===== src/rtl/lcd_pkg.sv =====
// Shared types and constants for the LFU page cache directory.
// Used by every module of the block; depends on nothing else.
`default_nettype none

package lcd_pkg;

	localparam int DEPTH      = 16;
	localparam int PAGE_SHIFT = 14;

	localparam int ADDR_W   = 48;
	localparam int TIME_W   = 32;
	localparam int USES_W   = 32;
	localparam int PAGE_W   = ADDR_W - PAGE_SHIFT;
	localparam int IDX_W    = $clog2(DEPTH);
	localparam int CNT_W    = $clog2(DEPTH + 1);
	localparam int SCAN_W   = $clog2(DEPTH + 2);
	localparam int CAP_W    = 5;
	localparam int STATUS_W = 2;
	localparam int SLOT_W   = 4;
	localparam int EVP_W    = 34;

	localparam logic [USES_W-1:0]   USES_MAX  = '1;
	localparam logic [SCAN_W-1:0]   SCAN_LAST = SCAN_W'(DEPTH + 1);
	localparam logic [CAP_W-1:0]    CAP_RESET = CAP_W'(16);

	localparam logic [STATUS_W-1:0] ST_HIT  = 2'd0;
	localparam logic [STATUS_W-1:0] ST_FILL = 2'd1;
	localparam logic [STATUS_W-1:0] ST_FAIL = 2'd2;

	typedef struct packed {
		logic [ADDR_W-1:0] address;
		logic [TIME_W-1:0] now;
		logic              fill_ok;
	} req_t;

	typedef struct packed {
		logic [STATUS_W-1:0] status;
		logic [SLOT_W-1:0]   slot;
		logic                evicted;
		logic [EVP_W-1:0]    evicted_page;
		logic [ADDR_W-1:0]   page_base;
	} rsp_t;

	typedef struct packed {
		logic [PAGE_W-1:0] page;
		logic [USES_W-1:0] uses;
		logic [TIME_W-1:0] stamp;
	} entry_t;

	// Search token passed from cell to cell: first hit and best victim so far.
	typedef struct packed {
		logic              hit;
		logic [IDX_W-1:0]  hit_idx;
		logic [USES_W-1:0] uses;
		logic [TIME_W-1:0] stamp;
		logic [IDX_W-1:0]  vidx;
		logic [PAGE_W-1:0] vpage;
	} token_t;

	// Update command broadcast to all cells in the apply cycle.
	typedef struct packed {
		logic              bump;
		logic [IDX_W-1:0]  hit_idx;
		logic              shift;
		logic [IDX_W-1:0]  vidx;
		logic              wr_en;
		logic [IDX_W-1:0]  wr_pos;
		logic [PAGE_W-1:0] page;
		logic [TIME_W-1:0] now;
	} cell_ctl_t;

endpackage

`default_nettype wire


===== src/rtl/lcd_cell.sv =====
// One directory entry with its stage of the hit and victim search chain.
// Depends on lcd_pkg.
`default_nettype none

module lcd_cell
	import lcd_pkg::*;
(
	input  wire logic             clk,
	input  wire logic [IDX_W-1:0] pos,
	input  wire logic [CNT_W-1:0] count,
	input  wire logic [PAGE_W-1:0] page,
	input  wire cell_ctl_t        ctl,
	input  wire token_t           tok_in,
	input  wire entry_t           next_ent,
	output entry_t                ent,
	output token_t                tok_out
);

	entry_t ent_q;
	token_t tok_q;
	logic   live;
	logic   lower;
	token_t tok_d;

	assign live  = CNT_W'(pos) < count;
	assign lower = live && ((ent_q.uses < tok_in.uses) ||
		((ent_q.uses == tok_in.uses) && (ent_q.stamp < tok_in.stamp)));

	always_comb begin
		tok_d = tok_in;
		if (live && !tok_in.hit && (ent_q.page == page)) begin
			tok_d.hit     = 1'b1;
			tok_d.hit_idx = pos;
		end
		if (lower) begin
			tok_d.uses  = ent_q.uses;
			tok_d.stamp = ent_q.stamp;
			tok_d.vidx  = pos;
			tok_d.vpage = ent_q.page;
		end
	end

	always_ff @(posedge clk) begin
		tok_q <= tok_d;
		if (ctl.wr_en && (pos == ctl.wr_pos)) begin
			ent_q.page  <= ctl.page;
			ent_q.uses  <= USES_W'(1);
			ent_q.stamp <= ctl.now;
		end else if (ctl.bump && (pos == ctl.hit_idx)) begin
			if (ent_q.uses != USES_MAX) begin
				ent_q.uses <= ent_q.uses + USES_W'(1);
			end
			ent_q.stamp <= ctl.now;
		end else if (ctl.shift && (pos >= ctl.vidx)) begin
			ent_q <= next_ent;
		end
	end

	assign ent     = ent_q;
	assign tok_out = tok_q;

endmodule

`default_nettype wire


===== config.mk =====
export PLATFORM = sky130hd
export DESIGN_NAME = lcd_cell
export DESIGN_NICKNAME = d
export VERILOG_FILES = /design/src/rtl/lcd_pkg.sv /design/src/rtl/lcd_cell.sv
export SDC_FILE = /design/constraint.sdc
export NUM_CORES = 1
export LEC_CHECK = 0
export ABC_AREA = 1
export BUFFER_PORTS_ARGS = -buffer_cell sky130_fd_sc_hd__buf_4
export CORE_AREA = 2 2 208 210
export CTS_CLUSTER_DIAMETER = 60
export DETAILED_ROUTE_END_ITERATION = 12
export DIE_AREA = 0 0 210 212
export GPL_TIMING_DRIVEN = 1
export HOLD_SLACK_MARGIN = 0.12
export SETUP_SLACK_MARGIN = 0.15
export SYNTH_ARGS = -nofsm -noshare
export SYNTH_HDL_FRONTEND = slang
export SYNTH_SLANG_ARGS = --single-unit

===== constraint.sdc =====
create_clock -name clk -period 3.65 [get_ports clk]
set_input_delay 0.73 -clock clk [delete_from_list [all_inputs] [get_ports clk]]
set_output_delay 0.73 -clock clk [all_outputs]
set_load 0.05 [all_outputs]

==> impl_results.md, run 1 <==
- Slowest-stage cell, CP: buf_4
- Core box area: 0.0425 sq mm
- Least-Margin Pin Slew: 575 ps
- Clock Latency Late Sink: 560 ps
- Final core utilization: 0.394
- Worst path cell trace: ha_1, nand2_1, inv_1, nand3_1, nor3_1, inv_1, nor2_1, nand2_1, nor2_1, nand2_1, nand2_4, buf_4, nand3_1, nand2_1
- Filler cells: 4320
- Synth cell types: 45
- DR pass1 iterations: 5
- WL/cell: 18.2 um
- Mux contribution to synthesized area: 0
- Sum of buffers and inverters on the critical path: 3
- DR DRC count: 0
- Clk root buf: clkbuf_16
- XOR/XNOR Fraction of Synth Area: 0.0257
- FMAX: 0.361 GHz
- Reg area: 0.00476 sq mm
- Critical path capture point type: register
- Worst Skew: 13.2 ps
- PortBufs: 534
- Worst-path clk slew: 60 ps
- Rows: 76
- Max clock buf depth: 3
- Largest stage delay on the critical path: 440 ps
- Clock Sinks: 205
- Setup WS post-layout: 881 ps
- H-tree depth: 1
- Routed vias/inst: 4.64
- Yosys warnings: 0
- GRT overflow: 0
- Synthesis-to-finish area growth: 49.0%
- Post-Synthesis Cells: 1523
- VDD IR max: 0.361 mV
- Final Total Pwr: 12.2 mW
- Pre-CTS WS: 436 ps
- GRT Total Usage: 0.203
- Largest family of logic cells by synthesized area: simple AND/OR/NAND/NOR gates
- Rel. slew slack: 0.615
- Starting Density: 0.265
- Largest net degree at the start of global routing: 60
- Yosys reg bits: 205
- Final Setup Violations: 0
- Max-Cap Viols: 0
- DRT iter0 DRCs: 691
- First-pass GRT wire length: 69300 um
- RSZ-0062 raised after global routing: no
- Worst Hold Class: in2reg
- DR vias: 12.2k
- Hold Buf Count CTS: 0
- Post-route ant nets: 0
- Worst path most repeated cell: nand2_1
- Crit path arrival time: 3270 ps
- R2R depth: 14
- Die width: 210 um
- Part of the Yosys area used for sequential elements: 0.423
- Setup TNS: 0 ps
- Slew Viols, Final: 0
- WL final: 47700 um
- Min Hold Slack: 367 ps
- Compound-gate portion of the synthesized area: 0.0672
- Status: finished clean
- Vias in the first global route: 11.7k
- Initial antenna violation count: 1
- Type of the worst setup path: reg2reg
- Final min period: 2770 ps
- Io pins: 535
- Detailed Place HPWL: 37900 um
- Share of cells above drive strength 1: 0.305
- Uppermost layer routed: met4
- Post-CTS setup buffers: 0
- CP Launch Type: register
- Final period util: 0.759
- Pwr dens: 728 mW/mm^2
- Mean Syn Cell Area: 7.39 sq um
- Syn nets: 1924
- Leak pwr: 8.81 nW
- Critical path depth: 14
- M1 wire length: 19000 um
- Area of the multi-input gates: 0.00555 sq mm
- Hold path cells: 3
- TritonCTS buffer count: 29
- DR WL met3: 3100 um
- Die height: 212 um
- Crit Path Max Fanout: 44
- Met2 Wirelength: 23800 um
- Post-synthesis simple-gate area fraction: 0.320
- CP delay by family, top: simple AND/OR/NAND/NOR gates
- Worst Path Required: 4150 ps
- CTS tree: built
- Synth Area in Adders: 0.0790
- Final-report hold violation count: 0
- Nets: 2453
- Placer Congestion: 0.897
- Post-Syn Area: 0.0113 sq mm
- Post-CTS Resized: 0
- Die area: 0.0445 sq mm
-- cell families (layout without fill, tap and decap cells) --
logic type / Yosys count / count (layout)
AO/OA/AOI/OAI: 136 / 136
buffers and inverters: 215 / 767
XOR/XNOR: 33 / 33
other: 0 / 1
adder cells (fa/ha/maj): 71 / 71
AND/OR/NAND/NOR: 863 / 863
flip-flops: 205 / 205
-- registers in the layout, summed over array words and instances, names as in the netlist --
register,cells
tok_out,107
ent,98
-- where the power goes --
| group | internal, mW | switching [mW] |
|---|---|---|
| Clock | 1.69 | 1.12 |
| Sequential | 3.06 | 0.500 |
| Combinational | 1.75 | 4.10 |
-- cell usage in the layout, fill, tap and decap left out, drive strengths merged, types with 3 or more instances in the layout --
master | synthesis | routed
o21bai | 5 | 5
o2111ai | 4 | 4
nor2 | 56 | 56
bufinv | 0 | 3
buf | 40 | 560
and2 | 3 | 3
o21ai | 51 | 51
nand3 | 147 | 147
inv | 152 | 158
xnor2 | 7 | 7
xor2 | 26 | 26
and3 | 3 | 3
ha | 71 | 71
dfxtp | 139 | 139
clkbuf | 22 | 33
nor3 | 23 | 23
o22ai | 5 | 5
clkinv | 1 | 12
a21oi | 48 | 48
o211ai | 4 | 4
edfxtp | 66 | 66
nand2 | 602 | 602
or2 | 11 | 11
nand4 | 12 | 12
a31oi | 14 | 14
nand3b | 4 | 4
-- metrics by stage --
stage                     std cells  area [sq um]
after detailed placement       2567         15800
after CTS                      2621         16800
after global routing           2622         16800
final                          2622         16800
after floorplan                1523         11300
after global placement         2567         15800
-- cell usage after synthesis (all sizes together) --
library cell    n  area, sq um
a21o            1         7.51
xnor2           7         61.3
clkinv          1         3.75
nor2           56          223
nand4          12         75.1
nor4            2         12.5
xor2           26          228
a31oi          14         87.6
a22o            1         8.76
or2            11         68.8
buf            40          295
nand2         602         2280
ha             71          888
nand3         147          746
clkbuf         22         83.8
a211oi          1         7.51
a21oi          48          240
o21a            2         15.0
o2111ai         4         35.0
nor3           23          131
and3            3         18.8
edfxtp         66         1980
nand3b          4         30.0
o21bai          5         37.5
o211ai          4         30.0
o21ai          51          255
dfxtp         139         2780
o22ai           5         31.3
and2            3         18.8
inv           152          571
-- worst min-delay path, stage by stage --
cell and delay [ps]:
buf_4 80, nand2_1 40, nand2_1 40
-- routing by layer --
layer | track usage | up-vias
li1 | - | 5983
met1 | 0.243 | 5633
met2 | 0.361 | 463
met3 | 0.0378 | 90
met4 | 0.0795 | 0
met5 | 0 | -
-- path summary, 6_finish.rpt --
kind / start / end / slack, ps
worst min register to register: ent[90] / tok_out[26] / 550
worst min-delay path: tok_in[105] / tok_out[105] / 370
worst max register to register: ent[47] / tok_out[87] / 880
worst max-delay path: ent[47] / tok_out[87] / 880
-- final cells by class --
type / instances / area share
multi-input combinational: 1103 / 0.331
antenna: 1 / 0.000149
sequential: 205 / 0.284
clock buffer: 33 / 0.0442
tap: 546 / 0.0407
timing repair buffer: 560 / 0.253
inverter: 153 / 0.0343
clock inverter: 21 / 0.0126
No activity file was read; power rests on OpenSTA's default activity.
==> inputs of run 2 (changes only) <==
Clock period 3.65 ns to 2.62 ns, I/O delays scaled along.
==> run 2 against run 1 <==
  * First-iteration DRC count is 9.6% lower
  * Via count grew 1.1%
  * Register-to-register slack worse by 550 ps
  * Flip-flop and latch count stayed put
  * Utilization increased by 1.5 points
  * Critical path type unchanged
  * Clock skew barely moved
  * Highest routed layer unchanged
  * Cell area is 3.9% higher
  * Non-clock buffer count rose by 48
  * Global-route usage increased by 0.25 points
  * Clock power rose by 47%
==> impl_results.md, run 2 (synthesis gave the netlist of run 1 again) <==
- Status: finished clean
- Rows: 76
- Grt met3 use: 0.0419
- Most frequent cells in the layout: nand2_1, buf_4, inv_1
- Routing usage on met2: 0.373
- TritonCTS buffer count: 28
- Detailed Place HPWL: 38700 um
- Psw: 8.08 mW
- Comb pwr share: 0.500
- GRT Total Usage: 0.206
- Final period util: 0.873
- Non-Filler Instances: 2671
- Final-report hold violation count: 0
- Slowest-stage cell, CP: dfxtp_2
- CTS tree: built
- R2R Path Start: ent[33]
- Worst path cell trace: ha_1, nand2_2, nor2_2, nand2_1, nor2_2, nand2_1, nand2_2, nand2_2, buf_12, o21ai_0, a21oi_1
- CP delay by family, top: simple AND/OR/NAND/NOR gates
- Slew Viols, Final: 0
- Clock Latency Late Sink: 550 ps
- Pwr dens: 1020 mW/mm^2
- Critical path capture point type: register
- Final Setup Violations: 0
- Design area: 0.0174 sq mm
- Crit Path Max Fanout: 24
- CP Launch Type: register
- Largest net degree at the start of global routing: 51
- Starting Density: 0.265
- First-pass GRT wire length: 70100 um
- Least-Margin Pin Slew: 486 ps
- Internal: 9.67 mW
- Core box area: 0.0425 sq mm
- Max-Cap Viols: 0
- Setup WS post-layout: 333 ps
- DR pass1 iterations: 5
- Nets: 2500
- Routed vias/inst: 4.61
- Die width: 210 um
- Seq pwr share: 0.267
- Die area: 0.0445 sq mm
- Worst Hold Class: in2reg
- Post-route ant nets: 0
- Most common cell after layout, fill and taps aside: nand2_1
- Io pins: 535
- Crit. Startpoint: ent[33]
- Worst path most repeated cell: nand2_2
- Vias in the first global route: 11.8k
- Reg2reg setup slack: 330 ps
- Clock Sinks: 205
- Share of cells above drive strength 1: 0.325
- Crit path arrival time: 2710 ps
- Type of the worst setup path: reg2reg
- Max clock buf depth: 3
- WL final: 48900 um
- Clk pwr share: 0.232
- Synthesis-to-finish area growth: 54.8%
- WL/cell: 18.3 um
- Worst-path clk slew: 60 ps
- Hold path start: tok_in[11]
- Worst Path Required: 3040 ps
- DR vias: 12.3k
- Rel. slew slack: 0.676
- Most Crowded Layer GR: met2
- Final min period: 2290 ps
- Initial antenna violation count: 4
- DR DRC count: 0
- Pre-CTS WS: 26.9 ps
- Placed instance count: 2610
- Placer Congestion: 0.901
- RSZ-0062 raised after global routing: no
- Switching share of power: 0.455
- Setup TNS: 0 ps
- Hold Buf Count CTS: 0
- Clk root buf: clkbuf_16
- Largest stage delay on the critical path: 410 ps
- Die height: 212 um
- FMAX: 0.437 GHz
- Leak pwr: 9.15 nW
- VDD IR max: 0.636 mV
- Max FFs per register: 107
- Met1 Track Usage GR: 0.245
- DRT iter0 DRCs: 625
- GRT overflow: 0
- Worst Skew: 12.8 ps
- H-tree depth: 1
- PortBufs: 534
- Final core utilization: 0.410
- DP Area: 0.0163 sq mm
- Sum of buffers and inverters on the critical path: 1
run 2: layout make-up:
type,instances,area (sq um)
flip-flops and latches,205,4770
fillers,4323,25100
multi-input cells,1103,5570
clock buffers,39,887
well taps,546,683
inverters,153,577
repair buffers,608,4770
clock inverters,13,148
diodes,4,10.0
run 2: final timing paths:
check                                   end  cells past startpoint
worst max-delay path                ent[57]                     11
worst min-delay path            tok_out[11]                      3
worst max register to register      ent[57]                     11
worst min register to register  tok_out[43]                      2
run 2: repair_timing:
action	CTS	global route
gates resized for setup	0	7
endpoints found under the setup margin	0	111
buffers inserted	0	2
run 2: power by group through the flow:
stage          Clock, mW  Sequential [mW]  Combinational [mW]
3_3_place_gp           0             4.81                8.68
2_1_floorplan          0             8.06                2.22
4_1_cts             4.23             4.75                8.78
6_report            4.12             4.75                8.88
5_1_grt             4.33             4.84                9.44
3_5_place_dp           0             4.81                8.75
run 2: worst min-delay path, cell delays in order:
cell and delay [ps]:
buf_4 80, nand2_1 40, nand2_1 40
run 2: routing by layer:
metal	up-vias	wire, um
met5	-	0
met4	0	1150
met3	76	3040
met2	460	24800
met1	5690	19900
li1	6076	-
run 2: through the flow:
step | power (mW) | hold slack [ps]
global placement | 13.5 | 525
floorplan | 10.3 | 617
global route | 18.6 | 141
finish | 17.7 | 162
detailed placement | 13.6 | 523
CTS | 17.8 | 127
==> inputs of run 3 (changes only) <==
Settings changed: CAP_MARGIN set to 10, REMOVE_ABC_BUFFERS set to 1.
==> run 3 against run 2 <==
  * Cell area is 5.2% higher
  * Largest cell class unchanged
  * Utilization is 2.1 points higher
  * Sequential share of layout area is 1.3 points lower
  * Non-clock buffer count grew 50
  * Sequential power barely moved
  * Setup slack worse by 56 ps
  * Hold slack worse by 21 ps
  * Count of clock-buffer cells in the layout increased by 1
  * Wire length up 10%
  * Flip-flop and latch count unchanged
  * Global-route usage grew 0.42 points
==> impl_results.md, run 3 (synthesis gave the netlist of run 1 again) <==
- Core box area: 0.0425 sq mm
- WL/cell: 19.7 um
- Slew Viols, Final: 0
- Die width: 210 um
- Max clock buf depth: 3
- Die area: 0.0445 sq mm
- DP Area: 0.0162 sq mm
- Most common cell after layout, fill and taps aside: buf_4
- Most frequent cells in the layout: buf_4, nand2_1, inv_1
- FMAX: 0.427 GHz
- Placed instance count: 2601
- WL final: 53800 um
- Final period util: 0.894
- Final min period: 2340 ps
- Io pins: 535
- Final-report hold violation count: 0
- Initial antenna violation count: 6
- Starting Density: 0.265
- CP Launch Type: primary input
- CTS tree: built
- Pre-CTS WS: -420 ps
- Largest net degree at the start of global routing: 67
- PortBufs: 534
- Worst-path clk slew: 60 ps
- Synthesis-to-finish area growth: 62.9%
- Final Setup Violations: 0
- DR vias: 12.7k
- Critical path capture point type: register
- Max-Cap Viols: 0
- Rel. slew slack: 0.665
- Crit Path Max Fanout: 12
- Setup TNS: 0 ps
- DRT iter0 DRCs: 733
- Worst Path Required: 3140 ps
- Final Total Pwr: 18.6 mW
- Placer Congestion: 0.872
- Reg area: 0.00477 sq mm
- RSZ-0062 raised after global routing: no
- Share of cells above drive strength 1: 0.343
- Area of the multi-input gates: 0.00585 sq mm
- Clk root buf: clkbuf_16
- Routed vias/inst: 4.66
- Post-route ant nets: 0
- H-tree depth: 1
- Die height: 212 um
- VDD IR max: 0.546 mV
- Least-Margin Pin Slew: 498 ps
- GRT overflow: 0
- Rows: 76
- TritonCTS buffer count: 31
- Type of the worst setup path: in2reg
- Detailed Place HPWL: 37100 um
- Design area: 0.0183 sq mm
- Leak pwr: 9.49 nW
- First-pass GRT wire length: 71700 um
- Non-Filler Instances: 2726
- Crit path arrival time: 2870 ps
- Clock Latency Late Sink: 590 ps
- DR pass1 iterations: 5
- Status: finished clean
- Nets: 2555
- Filler cells: 4320
- DR DRC count: 0
- Clock Sinks: 205
- Max FFs per register: 107
- Pwr dens: 1020 mW/mm^2
- GRT Total Usage: 0.210
- Worst Skew: 21.1 ps
- Vias in the first global route: 12.3k
- Setup WS post-layout: 277 ps
- Worst Hold Class: in2reg
-- run 3: cell count changes in the layout (fill, tap and decap cells not counted), sizes merged --
cell,previous run,this run
buf,605,611
bufinv,2,0
clkbuf,42,51
clkinv,8,7
diode,4,2
dlygate4sd3,0,35
dlymetal6s4s,0,1
inv,155,162
nand2,602,604
-- run 3: repair_timing --
item	CTS	global route
buffers inserted	0	8
hold buffers	36	0
endpoints found under the setup margin	102	104
endpoints found under the hold margin	36	0
gates cloned	1	21
pin swaps	0	25
gates resized for setup	7	64
-- run 3: final cells by class --
class                           count  share of cell area
Clock buffer                       40              0.0458
Clock inverter                     17             0.00710
Timing Repair Buffer              658               0.299
Sequential cell                   205               0.260
Antenna cell                        2            0.000273
Multi-Input combinational cell   1105               0.319
Inverter                          153              0.0313
Tap cell                          546              0.0373
-- run 3: worst paths after layout --
| kind | startpoint | end | slack, ps | cells after the start |
|---|---|---|---|---|
| max | tok_in[49] | tok_out[36] | 280 | 15 |
| min reg2reg | ent[73] | tok_out[9] | 530 | 2 |
| max reg2reg | ent[27] | tok_out[66] | 300 | 13 |
| min | tok_in[11] | tok_out[11] | 140 | 3 |
-- run 3: worst max-delay path, stage by stage --
cell,delay [ps]
dlygate4sd3_1,550
buf_4,120
inv_1,30
ha_1,290
a21oi_1,150
o21ai_0,90
a21oi_1,150
nand2_1,100
nand2_2,90
nand2_4,70
nand2_8,150
clkbuf_16,200
buf_8,190
nand3_1,80
nand2_1,70
-- run 3: power breakdown --
part           internal [mW]  total (mW)  switching (mW)
clock                   2.29        3.97            1.68
sequential              4.26        4.74           0.479
combinational           3.27        9.89            6.62
-- run 3: per-layer routing --
layer	global-route usage	vias to the layer above	routed length [um]
met1	0.247	5914	21600
met2	0.379	515	26500
li1	-	6200	-
met3	0.0517	76	4200
met5	0	-	50
met4	0.0587	8	1390
-- run 3: metrics by stage --
stage                     hold slack (ps)  utilization
after floorplan                       617            -
after global placement                517        0.380
after detailed placement              526        0.380
after CTS                             120        0.413
after global routing                  127        0.431
final                                 142        0.431
